[config.mk]
export PLATFORM = sky130hd
export DESIGN_NAME = sorted_unique_set_flat
export DESIGN_NICKNAME = d
export VERILOG_FILES = /design/src/rtl/sus_pkg.sv /design/src/rtl/sus_ifs.sv /design/src/rtl/sus_ctrl.sv /design/src/rtl/sus_dp.sv /design/src/rtl/sorted_unique_set.sv /design/src/flat_wrapper.sv
export SDC_FILE = /design/constraint.sdc
export NUM_CORES = 1
export LEC_CHECK = 0
export ABC_CLOCK_PERIOD_IN_PS = 5300
export BUFFER_PORTS_ARGS = -buffer_cell sky130_fd_sc_hd__buf_2
export CORE_MARGIN = 5
export CORE_UTILIZATION = 61
export CTS_CLUSTER_SIZE = 24
export DETAILED_ROUTE_END_ITERATION = 10
export PLACE_DENSITY = 0.79
export SLEW_MARGIN = 40
export SYNTH_ARGS = -nofsm -noshare
export SYNTH_HDL_FRONTEND = slang
export SYNTH_SLANG_ARGS = --single-unit
[constraint.sdc]
create_clock -name clk -period 5.3 [get_ports clk]
set_input_delay 0.53 -clock clk [delete_from_list [all_inputs] [get_ports clk]]
set_output_delay 0.53 -clock clk [all_outputs]
set_load 0.05 [all_outputs]
[src/rtl/sus_pkg.sv]
`timescale 1ns / 1ps
// sus_pkg: shared widths, operation and status codes, control structs of the sorted set
package sus_pkg;

  localparam int DATA_W           = 32;
  localparam int OP_W             = 2;
  localparam int ST_W             = 2;
  localparam int CNT_OUT_W        = 5;
  localparam int CAPACITY_DEFAULT = 16;

  localparam logic [OP_W-1:0] OP_INSERT = 2'd0;
  localparam logic [OP_W-1:0] OP_DELETE = 2'd1;
  localparam logic [OP_W-1:0] OP_CLEAR  = 2'd2;

  localparam logic [ST_W-1:0] ST_OK        = 2'd0;
  localparam logic [ST_W-1:0] ST_DUPLICATE = 2'd1;
  localparam logic [ST_W-1:0] ST_NOT_FOUND = 2'd2;
  localparam logic [ST_W-1:0] ST_FULL      = 2'd3;

  localparam logic [1:0] SRC_VALUE = 2'd0;
  localparam logic [1:0] SRC_CARRY = 2'd1;
  localparam logic [1:0] SRC_RDATA = 2'd2;

  typedef struct packed {
    logic            start;
    logic            step;
    logic            wr_en;
    logic [1:0]      wr_src;
    logic            wr_prev;
    logic            carry_load;
    logic            flag_set;
    logic            cnt_inc;
    logic            cnt_dec;
    logic            cnt_clr;
    logic            rd_first;
    logic            cap_small;
    logic            out_load;
    logic [ST_W-1:0] out_status;
  } cmd_t;

  typedef struct packed {
    logic [OP_W-1:0] op;
    logic            at_end;
    logic            rd_eq;
    logic            rd_gt;
    logic            flag;
    logic            full;
    logic            out_busy;
  } stat_t;

endpackage

[src/rtl/sus_ifs.sv]
`timescale 1ns / 1ps
// sus_ifs: request and response channel interfaces of the sorted set
interface sus_req_if;
  logic                                valid;
  logic                                ready;
  logic        [sus_pkg::OP_W-1:0]     operation;
  logic signed [sus_pkg::DATA_W-1:0]   value;

  modport source (output valid, output operation, output value, input ready);
  modport sink   (input valid, input operation, input value, output ready);
endinterface

interface sus_rsp_if;
  logic                                valid;
  logic                                ready;
  logic        [sus_pkg::ST_W-1:0]     status;
  logic        [sus_pkg::CNT_OUT_W-1:0] entry_count;
  logic signed [sus_pkg::DATA_W-1:0]   smallest;
  logic signed [sus_pkg::DATA_W-1:0]   largest;

  modport source (output valid, output status, output entry_count, output smallest,
                  output largest, input ready);
  modport sink   (input valid, input status, input entry_count, input smallest,
                  input largest, output ready);
endinterface

[src/rtl/sus_ctrl.sv]
`timescale 1ns / 1ps
// sus_ctrl: state machine that sequences scans, shifts and result capture
module sus_ctrl (
  input  logic           clk,
  input  logic           rst,
  input  logic           req_valid,
  output logic           req_ready,
  input  sus_pkg::stat_t stat,
  output sus_pkg::cmd_t  cmd
);

  typedef enum logic [2:0] {
    S_IDLE,
    S_DISPATCH,
    S_SCAN,
    S_FIRST,
    S_LAST,
    S_CAPT
  } state_t;

  state_t                   state;
  state_t                   state_next;
  logic [sus_pkg::ST_W-1:0] status;
  logic [sus_pkg::ST_W-1:0] status_next;

  always_comb begin
    cmd         = '0;
    state_next  = state;
    status_next = status;
    case (state)
      S_IDLE: begin
        if (req_valid) begin
          cmd.start  = 1'b1;
          state_next = S_DISPATCH;
        end
      end
      S_DISPATCH: begin
        cmd.rd_first = 1'b1;
        status_next  = sus_pkg::ST_OK;
        state_next   = S_FIRST;
        case (stat.op)
          sus_pkg::OP_INSERT: begin
            if (stat.full) begin
              status_next = sus_pkg::ST_FULL;
            end else begin
              state_next = S_SCAN;
            end
          end
          sus_pkg::OP_DELETE: begin
            state_next = S_SCAN;
          end
          sus_pkg::OP_CLEAR: begin
            cmd.cnt_clr = 1'b1;
          end
          default: begin
          end
        endcase
      end
      S_SCAN: begin
        cmd.step = 1'b1;
        if (stat.op == sus_pkg::OP_INSERT) begin
          if (stat.at_end) begin
            cmd.wr_en   = 1'b1;
            cmd.wr_src  = stat.flag ? sus_pkg::SRC_CARRY : sus_pkg::SRC_VALUE;
            cmd.cnt_inc = 1'b1;
            state_next  = S_FIRST;
          end else if (stat.flag) begin
            // ripple the displaced entry one place up
            cmd.wr_en      = 1'b1;
            cmd.wr_src     = sus_pkg::SRC_CARRY;
            cmd.carry_load = 1'b1;
          end else if (stat.rd_eq) begin
            status_next = sus_pkg::ST_DUPLICATE;
            state_next  = S_FIRST;
          end else if (stat.rd_gt) begin
            cmd.wr_en      = 1'b1;
            cmd.wr_src     = sus_pkg::SRC_VALUE;
            cmd.carry_load = 1'b1;
            cmd.flag_set   = 1'b1;
          end
        end else begin
          if (stat.at_end) begin
            if (stat.flag) begin
              cmd.cnt_dec = 1'b1;
            end else begin
              status_next = sus_pkg::ST_NOT_FOUND;
            end
            state_next = S_FIRST;
          end else if (stat.flag) begin
            // close the gap left by the removed entry
            cmd.wr_en   = 1'b1;
            cmd.wr_src  = sus_pkg::SRC_RDATA;
            cmd.wr_prev = 1'b1;
          end else if (stat.rd_eq) begin
            cmd.flag_set = 1'b1;
          end
        end
      end
      S_FIRST: begin
        cmd.rd_first = 1'b1;
        state_next   = S_LAST;
      end
      S_LAST: begin
        cmd.cap_small = 1'b1;
        state_next    = S_CAPT;
      end
      S_CAPT: begin
        if (!stat.out_busy) begin
          cmd.out_load = 1'b1;
          state_next   = S_IDLE;
        end
      end
      default: begin
        state_next = S_IDLE;
      end
    endcase
    cmd.out_status = status;
  end

  always_ff @(posedge clk) begin
    if (rst) begin
      state  <= S_IDLE;
      status <= sus_pkg::ST_OK;
    end else begin
      state  <= state_next;
      status <= status_next;
    end
  end

  assign req_ready = (state == S_IDLE) && !rst;

endmodule

[src/rtl/sus_dp.sv]
`timescale 1ns / 1ps
// sus_dp: value store, scan index, count and response register of the sorted set
module sus_dp #(
  parameter int CAPACITY = sus_pkg::CAPACITY_DEFAULT
) (
  input  logic                                  clk,
  input  logic                                  rst,
  input  logic        [sus_pkg::OP_W-1:0]       operation,
  input  logic signed [sus_pkg::DATA_W-1:0]     value,
  input  sus_pkg::cmd_t                         cmd,
  output sus_pkg::stat_t                        stat,
  output logic                                  rsp_valid,
  input  logic                                  rsp_ready,
  output logic        [sus_pkg::ST_W-1:0]       rsp_status,
  output logic        [sus_pkg::CNT_OUT_W-1:0]  rsp_count,
  output logic signed [sus_pkg::DATA_W-1:0]     rsp_small,
  output logic signed [sus_pkg::DATA_W-1:0]     rsp_large
);

  localparam int AW = $clog2(CAPACITY);
  localparam int CW = $clog2(CAPACITY + 1);

  logic        [sus_pkg::DATA_W-1:0]    mem [CAPACITY];
  logic        [sus_pkg::DATA_W-1:0]    rdata;
  logic        [sus_pkg::OP_W-1:0]      op_q;
  logic signed [sus_pkg::DATA_W-1:0]    value_q;
  logic        [sus_pkg::DATA_W-1:0]    carry;
  logic        [sus_pkg::DATA_W-1:0]    small_q;
  logic        [CW-1:0]                 idx;
  logic        [CW-1:0]                 count;
  logic                                 flag;

  logic        [CW-1:0]                 idx_inc;
  logic        [CW-1:0]                 idx_dec;
  logic        [CW-1:0]                 count_last;
  logic        [AW-1:0]                 rd_addr;
  logic        [AW-1:0]                 wr_addr;
  logic        [sus_pkg::DATA_W-1:0]    wr_data;
  logic        [CW+sus_pkg::CNT_OUT_W-1:0] count_ext;

  assign idx_inc    = idx + 1'b1;
  assign idx_dec    = idx - 1'b1;
  assign count_last = count - 1'b1;
  assign count_ext  = {{sus_pkg::CNT_OUT_W{1'b0}}, count};

  always_comb begin
    if (cmd.step) begin
      rd_addr = idx_inc[AW-1:0];
    end else if (cmd.rd_first) begin
      rd_addr = '0;
    end else begin
      rd_addr = count_last[AW-1:0];
    end
  end

  assign wr_addr = cmd.wr_prev ? idx_dec[AW-1:0] : idx[AW-1:0];

  always_comb begin
    case (cmd.wr_src)
      sus_pkg::SRC_VALUE: wr_data = value_q;
      sus_pkg::SRC_CARRY: wr_data = carry;
      sus_pkg::SRC_RDATA: wr_data = rdata;
      default:            wr_data = value_q;
    endcase
  end

  always_ff @(posedge clk) begin
    if (cmd.wr_en) begin
      mem[wr_addr] <= wr_data;
    end
    rdata <= mem[rd_addr];
  end

  always_ff @(posedge clk) begin
    if (cmd.start) begin
      op_q    <= operation;
      value_q <= value;
    end
    if (cmd.carry_load) begin
      carry <= rdata;
    end
    if (cmd.cap_small) begin
      small_q <= rdata;
    end
    if (cmd.start) begin
      idx <= '0;
    end else if (cmd.step) begin
      idx <= idx_inc;
    end
  end

  always_ff @(posedge clk) begin
    if (rst) begin
      count <= '0;
      flag  <= 1'b0;
    end else begin
      if (cmd.cnt_clr) begin
        count <= '0;
      end else if (cmd.cnt_inc) begin
        count <= count + 1'b1;
      end else if (cmd.cnt_dec) begin
        count <= count_last;
      end
      if (cmd.start) begin
        flag <= 1'b0;
      end else if (cmd.flag_set) begin
        flag <= 1'b1;
      end
    end
  end

  always_ff @(posedge clk) begin
    if (rst) begin
      rsp_valid <= 1'b0;
    end else if (cmd.out_load) begin
      rsp_valid <= 1'b1;
    end else if (rsp_ready) begin
      rsp_valid <= 1'b0;
    end
  end

  always_ff @(posedge clk) begin
    if (cmd.out_load) begin
      rsp_status <= cmd.out_status;
      rsp_count  <= count_ext[sus_pkg::CNT_OUT_W-1:0];
      if (count == '0) begin
        rsp_small <= '0;
        rsp_large <= '0;
      end else begin
        rsp_small <= small_q;
        rsp_large <= rdata;
      end
    end
  end

  assign stat.op       = op_q;
  assign stat.at_end   = (idx == count);
  assign stat.rd_eq    = (rdata == value_q);
  assign stat.rd_gt    = ($signed(rdata) > value_q);
  assign stat.flag     = flag;
  assign stat.full     = (count >= CW'(CAPACITY));
  assign stat.out_busy = rsp_valid && !rsp_ready;

endmodule

[src/rtl/sorted_unique_set.sv]
`timescale 1ns / 1ps
// sorted_unique_set: top level of the sorted set of distinct signed values
//
// req carries one beat per operation: insert, delete or clear, with a value.
// rsp returns one beat per request: status, count after the operation, and
// the smallest and largest values held (both 0 when the set is empty).
// Values live in a single-port-write, single-port-read memory of CAPACITY
// entries; an insert or delete walks it once, one entry per cycle, shifting
// entries as it goes, then reads the first and last entries.
// A full walk covers count + 1 positions, and a duplicate stops an insert
// early; clear, an insert into a full set and unused codes do not walk the
// memory. One request is in flight at a time; the next request beat can be
// taken in the cycle after the response is loaded, not before.
// Reset empties the set at once; memory contents are not cleared.
// The response register holds its beat while rsp.ready is low; the block
// finishes the current item and then waits with req.ready low.
module sorted_unique_set #(
  parameter int CAPACITY = sus_pkg::CAPACITY_DEFAULT
) (
  input  logic      clk,
  input  logic      rst,
  sus_req_if.sink   req,
  sus_rsp_if.source rsp
);

  sus_pkg::cmd_t  cmd;
  sus_pkg::stat_t stat;

  sus_ctrl u_ctrl (
    .clk       (clk),
    .rst       (rst),
    .req_valid (req.valid),
    .req_ready (req.ready),
    .stat      (stat),
    .cmd       (cmd)
  );

  sus_dp #(
    .CAPACITY (CAPACITY)
  ) u_dp (
    .clk        (clk),
    .rst        (rst),
    .operation  (req.operation),
    .value      (req.value),
    .cmd        (cmd),
    .stat       (stat),
    .rsp_valid  (rsp.valid),
    .rsp_ready  (rsp.ready),
    .rsp_status (rsp.status),
    .rsp_count  (rsp.entry_count),
    .rsp_small  (rsp.smallest),
    .rsp_large  (rsp.largest)
  );

endmodule

[src/flat_wrapper.sv]
// flat-port wrapper written by rule: the top's interface ports become plain ports
module sorted_unique_set_flat 
#(
  parameter int CAPACITY = sus_pkg::CAPACITY_DEFAULT
)
  (clk, rst, req_valid, req_operation, req_value, req_ready, rsp_valid, rsp_status, rsp_entry_count, rsp_smallest, rsp_largest, rsp_ready);
  sus_req_if req_i ();
  sus_rsp_if rsp_i ();
  input  logic clk;
  input  logic rst;
  input wire logic [$bits(req_i.valid)-1:0] req_valid;
  input wire logic [$bits(req_i.operation)-1:0] req_operation;
  input wire logic [$bits(req_i.value)-1:0] req_value;
  output wire logic [$bits(req_i.ready)-1:0] req_ready;
  output wire logic [$bits(rsp_i.valid)-1:0] rsp_valid;
  output wire logic [$bits(rsp_i.status)-1:0] rsp_status;
  output wire logic [$bits(rsp_i.entry_count)-1:0] rsp_entry_count;
  output wire logic [$bits(rsp_i.smallest)-1:0] rsp_smallest;
  output wire logic [$bits(rsp_i.largest)-1:0] rsp_largest;
  input wire logic [$bits(rsp_i.ready)-1:0] rsp_ready;
  assign req_i.valid = req_valid;
  assign req_i.operation = req_operation;
  assign req_i.value = req_value;
  assign req_ready = req_i.ready;
  assign rsp_valid = rsp_i.valid;
  assign rsp_status = rsp_i.status;
  assign rsp_entry_count = rsp_i.entry_count;
  assign rsp_smallest = rsp_i.smallest;
  assign rsp_largest = rsp_i.largest;
  assign rsp_i.ready = rsp_ready;
  sorted_unique_set #(.CAPACITY(CAPACITY)) u_core (.clk(clk), .rst(rst), .req(req_i), .rsp(rsp_i));
endmodule
Yosys cells after proc, flatten, opt, wreduce, memory -nomap -nowiden --
Memory sizes are Yosys's and may differ from the RTL's. A register that Yosys moved wholly into a read port is not among the register bits. Index checks and enable logic that the tools add are counted.
Storage, ports and cells: bits in registers 186, logic and storage cells 116, memories kept 1, memory bits (writable) 512, output and inout port bits 73, input port bits 38
Memory list:
- u_core.u_dp.mem | depth 16, width 32, rd ports 1, clocked after Yosys merged registers in 1, wr ports 1, line sus_dp.sv:23 | logic [sus_pkg::DATA_W-1:0] mem [CAPACITY];
Operators by class: muxes and demuxes 62, add/subtract/negate cells 4, order comparisons 2, reductions and logical operators 15, eq/ne operators 18
Operators with widths (count):
- one-hot mux 32 bit (2 select lines) | 1
- two-way mux 3 bit | 12
- equality test 32 bit | 1
- greater-than comparator 32 bit | 1
- two-way mux 1 bit | 27
- two-way mux 2 bit | 11
- two-way mux 4 bit | 5
- one-hot mux 3 bit (6 select lines) | 1
- adder 5 x 1 -> 5 bit, second input constant | 2
- two-way mux 5 bit | 2
- two-way mux 9 bit | 1
- equality test 3 x 2 -> 1 bit, second input constant | 2
- equality test 3 bit, second input constant | 2
- != test 3 x 2 -> 1 bit, second input constant | 2
- != test 3 bit, second input constant | 2
- AND reduction 6 bit | 1
- nonzero test 2 bit | 3
- OR reduction 2 bit | 3
- equality test 5 bit | 1
- >= comparator 5 bit, second input constant | 1
- zero test 5 bit | 1
- AND reduction 5 bit | 1
- subtractor 5 x 1 -> 5 bit, second input constant | 1
- equality test 2 x 1 -> 1 bit, second input constant | 2
- 11 further kinds | 15

Depth between registers and ports, before layout --
Gate-level depths: netlist of run 1.
depth in word-level cells 9, gate-level depth with buffers 11, depth with buffers taken out 8

By module --
A second synthesis of run 1 with hierarchy kept.
Unflattened totals: cell total of the unflattened synthesis 2094, area total of the unflattened synthesis 29122.9 sq um
Modules (own cells, without submodules):
- sus_dp | times used 1, area each 28626.2 sq um, cells each 2029, seq. area each 21330.5 sq um
- sus_ctrl | times used 1, area each 496.7 sq um, cells each 65, seq. area each 100.1 sq um

Worst setup path before layout of run 1 --
OpenSTA, ideal clock, no wires.
path kind reg2reg, from register u_core.u_ctrl.state[0], to register u_core.u_dp.rsp_count[0] in the netlist's numbering, enable pin, data required time 4.800 ns, setup slack 0.751 ns, data arrival time 4.048 ns, cell stages (with the launch flop) 5, path buffers 1, period minus slack after synthesis 4.549 ns, library setup time 0.500 ns, cells stage by stage dfxtp_1 > buf_1 > nand2b_1 > or2_2 > nor2_1
RTL lines:
- from (decl) | line sus_ctrl.sv:21 | state_t state;
- from (signal assigned) | line sus_ctrl.sv:125 | state <= state_next;
- to (signal assigned) | line sus_dp.sv:125 | rsp_count <= count_ext[sus_pkg::CNT_OUT_W-1:0];
- to (decl) | line sus_dp.sv:15 | output logic [sus_pkg::CNT_OUT_W-1:0] rsp_count,

Worst setup path in the final report of run 1 --
from register u_core.u_ctrl.state[1], to memory u_core.u_dp.mem[0][23] in the netlist's numbering, data pin
Between the ends: cells in the longest elaborated chain, start to end 4, elaborated cells on any way between the ends 5, those cells by class eq/ne (3); mux (2)
RTL lines:
- equality test 3 x 2 -> 1 bit (*) | line sus_ctrl.sv:30 | case (state)
- two-way mux 9 bit (*) | line sus_ctrl.sv:30
- equality test 2 bit / equality test 2 x 1 -> 1 bit (equally long branches) | line sus_dp.sv:59 | case (cmd.wr_src)
- one-hot mux 32 bit (2 select lines) (*) | line sus_dp.sv:59
- net u_core.u_dp.wr_data, one bit | line sus_dp.sv:38 | logic [sus_pkg::DATA_W-1:0] wr_data;
- to (decl) | line sus_dp.sv:23
The timed path passes the listed nets; every way through them passes the cells marked *.

==> results of run 1 <==
-- power groups by stage --
stage	logic [mW]	registers (mW)	clock network [mW]
5_1_grt	6.52	7.40	5.45
6_report	6.18	7.38	5.14
4_1_cts	6.13	7.36	5.18
3_3_place_gp	5.75	7.44	0
3_5_place_dp	5.99	7.46	0
2_1_floorplan	4.12	7.36	0
-- worst max-delay path, stage by stage (launching register included) --
cell and delay (ns):
dfxtp_1 0.78, or3b_1 0.60, nor3_2 0.38, o21ai_2 0.18, ha_2 0.85, buf_4 0.40
a221oi_1 0.11, a21oi_2 0.57
-- state kept, by name (all words and copies together) (netlist names) --
signal / flops
u_core.u_dp.small_q: 32
u_core.u_ctrl.status: 2
u_core.u_dp.rsp_status: 2
u_core.u_dp.op_q: 2
u_core.u_dp.carry: 32
u_core.u_dp.count: 5
u_core.u_dp.rsp_valid: 1
u_core.u_dp.idx: 5
u_core.u_dp.rsp_large: 32
u_core.u_dp.rdata: 32
u_core.u_dp.mem: 512
u_core.u_dp.rsp_count: 5
u_core.u_ctrl.state: 3
u_core.u_dp.value_q: 32
u_core.u_dp.flag: 1
u_core.u_dp.rsp_small: 32
-- metal layers --
metal,vias up,wire length (um),track usage (%),share of wire [%]
met3,181,8530,7.46,12
met2,1160,34100,44.3,49
met4,2,2270,9.70,3.2
met1,8030,25400,37.5,36
li1,6340,-,-,-
met5,-,14,0,0.020
-- kinds of logic (layout without fill, tap and decap cells) --
| family | Yosys count | in the layout | synth area share (%) |
|---|---|---|---|
| flip-flops | 730 | 730 | 75.6 |
| AO/OA/AOI/OAI | 229 | 229 | 6.07 |
| AND/OR/NAND/NOR | 195 | 195 | 3.85 |
| multiplexers | 133 | 133 | 10.4 |
| buffers and inverters | 126 | 345 | 1.99 |
| adder cells (fa/ha/maj) | 38 | 38 | 1.68 |
| XOR/XNOR | 16 | 16 | 0.494 |
| other | 0 | 1 | 0 |
-- area by class of cell --
type / instances / area, um2
clock buffer: 96 / 2020
sequential: 730 / 21400
multi-input combinational: 611 / 6720
fill: 2584 / 13600
inverter: 46 / 173
tap: 607 / 759
antenna: 1 / 2.50
clock inverter: 34 / 345
timing repair buffer: 169 / 1180
-- metrics by stage --
step / area (um2) / worst slack [ns] / cells / total power [mW]
floorplan: 28400 / 0.751 / 1467 / 11.5
global placement: 30100 / 1.24 / 2159 / 13.2
detailed placement: 30200 / 0.977 / 2163 / 13.5
CTS: 32600 / 0.877 / 2293 / 18.7
global route: 32600 / 0.959 / 2293 / 19.4
finish: 32600 / 1.11 / 2294 / 18.7
-- cells in the final DEF (no fill, tap or decap), types with 31 or more instances in the layout --
cell | netlist | layout
a22o_1 | 34 | 34
nand3_1 | 31 | 31
buf_2 | 19 | 111
mux4_2 | 128 | 128
inv_1 | 46 | 46
edfxtp_1 | 681 | 681
a221oi_1 | 31 | 31
dfxtp_1 | 49 | 49
clkbuf_16 | 0 | 74
ha_1 | 38 | 37
a221o_1 | 34 | 34
buf_4 | 4 | 42
a21oi_1 | 70 | 35
nor2b_1 | 69 | 69
-- worst max path at each step --
stage / from / end / slack, ns
floorplan: u_core.u_ctrl.state[0] / u_core.u_dp.rsp_count[0] / 0.75
global placement: u_core.u_ctrl.state[1] / u_core.u_dp.mem[0][25] / 1.24
detailed placement: u_core.u_ctrl.state[1] / u_core.u_dp.mem[4][21] / 0.98
CTS: u_core.u_ctrl.state[1] / u_core.u_dp.mem[0][23] / 0.88
global route: u_core.u_ctrl.state[1] / u_core.u_dp.mem[7][25] / 0.96
finish: u_core.u_ctrl.state[1] / u_core.u_dp.mem[0][23] / 1.11
==> flow_summary.json, run 1 <==
{
  "syn_inst": 1467,
  "skew_ns": 0.0376,
  "cts_hold_buffers": 0,
  "p_leak_nw": 10.8,
  "drtPass1Iterations": 7,
  "startpoint_type": "flip-flop",
  "die-area_um2": 50900,
  "yosysTopAreaCellShare_pct": 72.1,
  "reg2regPathDepth": 7,
  "power.switching_mw": 6.14,
  "rows": 79,
  "ios": 111,
  "p_int_mw": 12.6,
  "rsz0062_at_grt": "false",
  "crit_type": "flip-flop to flip-flop",
  "synthDistinctLibCells": 64,
  "port_buffers": 110,
  "dp_hpwl_um": 37400,
  "nets": 1704,
  "final_util_pct": 70.6,
  "synth_ff_type": "edfxtp_1",
  "worst_setup_path_end_kind": "flip-flop",
  "grt_first_pass_wirelength_um": 103000,
  "clockBufferDepth": 3,
  "timing.fmax_mhz": 239,
  "wl_um": 70300,
  "hold_start": "req_value[11]",
  "vias": 15700,
  "cp_max_fo": 28,
  "antenna_found_initial": 1,
  "place.gp.congestion": 0.869,
  "root_buffer": "clkbuf_16",
  "holdPathEnd": "u_core.u_dp.value_q[11]",
  "worstHoldPathCells": 1,
  "die_x_um": 226,
  "r2r-start": "u_core.u_ctrl.state[1]",
  "worstPathRequired_ns": 5.59,
  "setup_viol": 0,
  "max-slew-margin-rel_pct": 34.4,
  "synth_fp_nets": 1543,
  "vdd_drop_max_v": 0.000514,
  "arrival_ns": 4.48,
  "htreeDepth": 3,
  "grt_max_degree": 64,
  "p_sw_share_pct": 32.8,
  "drv_cap": 0,
  "yosys_warnings": 0,
  "pwr-share-comb_pct": 33.0,
  "path_clk_slew_ns": 0.09,
  "grt_pass1_vias": 15800,
  "yosys.area.top_type": "edfxtp_1",
  "postCtsSetupBuffers": 0,
  "seq_power_share_pct": 39.5,
  "ys_ff_latch": 730,
  "ctsResizeCount": 0,
  "dr.first_iter.drc_count": 2319,
  "hold_path.class": "input port to flip-flop",
  "async_flop_share_pct": 0,
  "r2r-end": "u_core.u_dp.mem[0][23]",
  "die_y_um": 226,
  "synth_edf_count": 681,
  "avgSynthCellArea_um2": 19.3,
  "slew_viol_final": 0,
  "seq_area_frac_synth_pct": 75.6,
  "status": "finished, final reports clean",
  "finalCritPeriodShare_pct": 79.0,
  "period_minus_slack_ns": 4.19,
  "wire_per_inst_um": 30.6,
  "insertion_delay_ns": 0.62,
  "cts_tree": "done",
  "avgViaCountPerCell": 6.85,
  "drc_errors": 0,
  "ant_nets": 0,
  "syn_area_um2": 28400,
  "p_per_area_nw_per_um2": 573,
  "cts_buffers": 70,
  "tightest_slew_ns": 0.975,
  "ys_top_cells_by_count": "edfxtp_1 (681), mux4_2 (128), a21oi_1 (70)",
  "hold_violations": 0,
  "overflow": 0,
  "area_growth_pct": 15.1,
  "r2r_slack_ns": 1.11,
  "drive_above_1_share_pct": 27.9,
  "synthTopCellsByArea": "edfxtp_1 (72%), mux4_2 (10%), dfxtp_1 (3.5%)",
  "pwr-share-clk_pct": 27.5,
  "clock-sinks": 730,
  "yosysMostFrequentCell": "edfxtp_1",
  "grt_usage_pct": 27.7,
  "fin_hold_ws_ns": 0.0827,
  "start_util_pct": 61.3,
  "core_um2": 46300,
  "fin_setup_tns_ns": 0
}
(Power assumes the default switching activity.)
==> run 2: changes to the inputs <==
--- a/config.mk
+++ b/config.mk
@@ -5,7 +5,7 @@
 export SDC_FILE = /design/constraint.sdc
 export NUM_CORES = 1
 export LEC_CHECK = 0
-export ABC_CLOCK_PERIOD_IN_PS = 5300
+export ABC_CLOCK_PERIOD_IN_PS = 4000
 export BUFFER_PORTS_ARGS = -buffer_cell sky130_fd_sc_hd__buf_2
 export CORE_MARGIN = 5
 export CORE_UTILIZATION = 61
==> constraint.sdc (replaced) <==
create_clock -name clk -period 4 [get_ports clk]
set_input_delay 0.4 -clock clk [delete_from_list [all_inputs] [get_ports clk]]
set_output_delay 0.4 -clock clk [all_outputs]
set_load 0.05 [all_outputs]
==> run 2 against run 1 <==
Sequential cell count did not move. Critical endpoint is now u_core.u_dp.mem[1][17]. Hold slack lost 0.061 ns. Largest cell class unchanged. Core utilization grew 0.72 points. Sequential power increased by 30%.
==> flow_summary.json, run 2 (synthesized netlist as in run 1, its figures left out) <==
{
  "status": "finished, final reports clean",
  "wire_per_inst_um": 27.5,
  "setup_viol": 0,
  "drtPass1Iterations": 5,
  "p_per_area_nw_per_um2": 739,
  "clock-sinks": 730,
  "p_leak_nw": 11.0,
  "nets": 1763,
  "grt_pass1_vias": 15400,
  "vias": 15300,
  "cts_tree": "done",
  "skew_ns": 0.0218,
  "ant_nets": 0,
  "crit_buf_inv": 3,
  "slew_viol_final": 0,
  "fin_hold_ws_ns": 0.0214,
  "arrival_ns": 3.79,
  "tightest_slew_ns": 0.795,
  "ios": 111,
  "rows": 79,
  "grt_usage_pct": 25.4,
  "seq_area_um2": 21400,
  "hold_path.class": "input port to flip-flop",
  "root_buffer": "clkbuf_16",
  "crit_top_cell": "nand3_1",
  "multi_input_area_um2": 6650,
  "pwr-share-clk_pct": 25.9,
  "wl_um": 64600,
  "p_sw_share_pct": 33.0,
  "cpMaxStageDelayCell": "dfxtp_1",
  "area_growth_pct": 16.3,
  "rsz0062_at_grt": "false",
  "power.switching_mw": 8.05,
  "core_um2": 46300,
  "place.gp.congestion": 0.881,
  "grt_max_degree": 65,
  "die-area_um2": 50900,
  "dp_hpwl_um": 39800,
  "drv_cap": 0,
  "period_minus_slack_ns": 3.51,
  "avgViaCountPerCell": 6.53,
  "max-slew-margin-rel_pct": 47.0,
  "finalCritPeriodShare_pct": 87.8,
  "placedCellCount": 2195,
  "p_int_mw": 16.3,
  "seq_power_share_pct": 39.5,
  "pwr-share-comb_pct": 34.7,
  "fin_setup_tns_ns": 0,
  "ctsResizeCount": 0,
  "worst_setup_path_end_kind": "flip-flop",
  "crit_type": "flip-flop to flip-flop",
  "mostFrequentLayoutCell": "edfxtp_1",
  "port_buffers": 110,
  "stdcell_count": 2347,
  "layout_common_cells": "edfxtp_1 (681), mux4_2 (128), buf_2 (110), clkbuf_16 (72), nor2b_1 (69)",
  "hold_violations": 0,
  "antenna_found_initial": 1,
  "startpoint_type": "flip-flop",
  "diodes": 0,
  "overflow": 0,
  "drc_errors": 0,
  "slowest_delay_ns": 0.59,
  "fill_cells": 2583,
  "worstPathRequired_ns": 4.28,
  "crit_family": "compound AO/OA/AOI/OAI gates",
  "cp_cell_sequence": "xnor2_1 > nand3_1 > o21ai_2 > inv_1 > o31ai_1 > nand3_1 > a21oi_4 > buf_6 > buf_8",
  "top_register": "u_core.u_dp.mem",
  "p_total_mw": 24.4,
  "largest_reg_flops": 512,
  "grt_first_pass_wirelength_um": 96800,
  "die_y_um": 226,
  "dr.first_iter.drc_count": 2041,
  "clockBufferDepth": 3,
  "insertion_delay_ns": 0.59,
  "drive_above_1_share_pct": 27.0,
  "cp_max_fo": 15,
  "cts_buffers": 70,
  "timing.fmax_mhz": 285,
  "vdd_drop_max_v": 0.000415,
  "die_x_um": 226,
  "htreeDepth": 3,
  "start_util_pct": 61.3,
  "path_clk_slew_ns": 0.06
}
[run 2: cell types whose count changed in the layout (fill, tap and decap cells not counted), moves of 2 or more]
cell / previous run / this run
clkinv_2: 9 / 12
buf_12: 13 / 4
buf_4: 42 / 62
clkbuf_8: 9 / 0
clkbuf_16: 74 / 72
clkinvlp_4: 7 / 1
buf_16: 1 / 5
bufinv_16: 6 / 4
clkbuf_1: 13 / 18
dlygate4sd3_1: 0 / 26
a21oi_1: 35 / 53
clkinv_1: 9 / 14
buf_8: 1 / 20
a21oi_2: 18 / 0
[run 2: layout make-up]
class	instances	share of cell area, %
well taps	607	2.30
clock buffers	90	5.67
inverters	46	0.524
flip-flops and latches	730	65.0
repair buffers	228	5.48
clock inverters	35	0.858
multi-input cells	611	20.2
[run 2: worst paths after layout]
check	start	end	depth (start not counted)	slack, ns
setup / recovery	u_core.u_dp.idx[0]	u_core.u_dp.mem[1][17]	9	0.49
hold / removal	req_value[22]	u_core.u_dp.value_q[22]	1	0.02
setup reg to reg	u_core.u_dp.idx[0]	u_core.u_dp.mem[1][17]	9	0.49
hold reg to reg	u_core.u_ctrl.status[1]	u_core.u_dp.rsp_status[1]	0	0.44
[run 2: metrics by stage]
| step | area, um2 | setup WS (ns) | utilization [%] |
|---|---|---|---|
| after floorplan | 28400 | -0.0609 | - |
| after global placement | 30100 | 0.555 | 65.1 |
| after detailed placement | 30500 | 0.612 | 66.0 |
| after CTS | 32900 | 0.572 | 71.2 |
| after global routing | 33000 | 0.317 | 71.3 |
| final | 33000 | 0.487 | 71.3 |
[run 2: layer usage]
layer	vias up	track usage, %	routed length (um)	share of wire (%)
li1	6447	-	-	-
met1	7808	37.4	25300	39
met2	970	40.7	31900	49
met3	93	4.93	6280	9.7
met4	2	5.54	1010	1.6
met5	-	0	13	0.020
[run 2: worst reg2reg max path, cell delays in order (launching register included)]
cell and delay, ns:
dfxtp_1 0.59, xnor2_1 0.20, nand3_1 0.22, o21ai_2 0.34, inv_1 0.14, o31ai_1 0.59
nand3_1 0.25, a21oi_4 0.44, buf_6 0.23, buf_8 0.19
[run 2: repair_timing]
item | in CTS | in global routing
hold endpoints to repair | 26 | 0
buffers inserted | 0 | 0
hold buffers | 26 | 0
[run 2: power groups by stage]
stage	combinational, mW	clock [mW]	sequential [mW]
global route	8.98	6.73	9.66
detailed placement	8.17	0	9.77
CTS	8.36	6.36	9.61
global placement	7.91	0	9.72
floorplan	5.47	0	9.75
finish	8.45	6.30	9.63
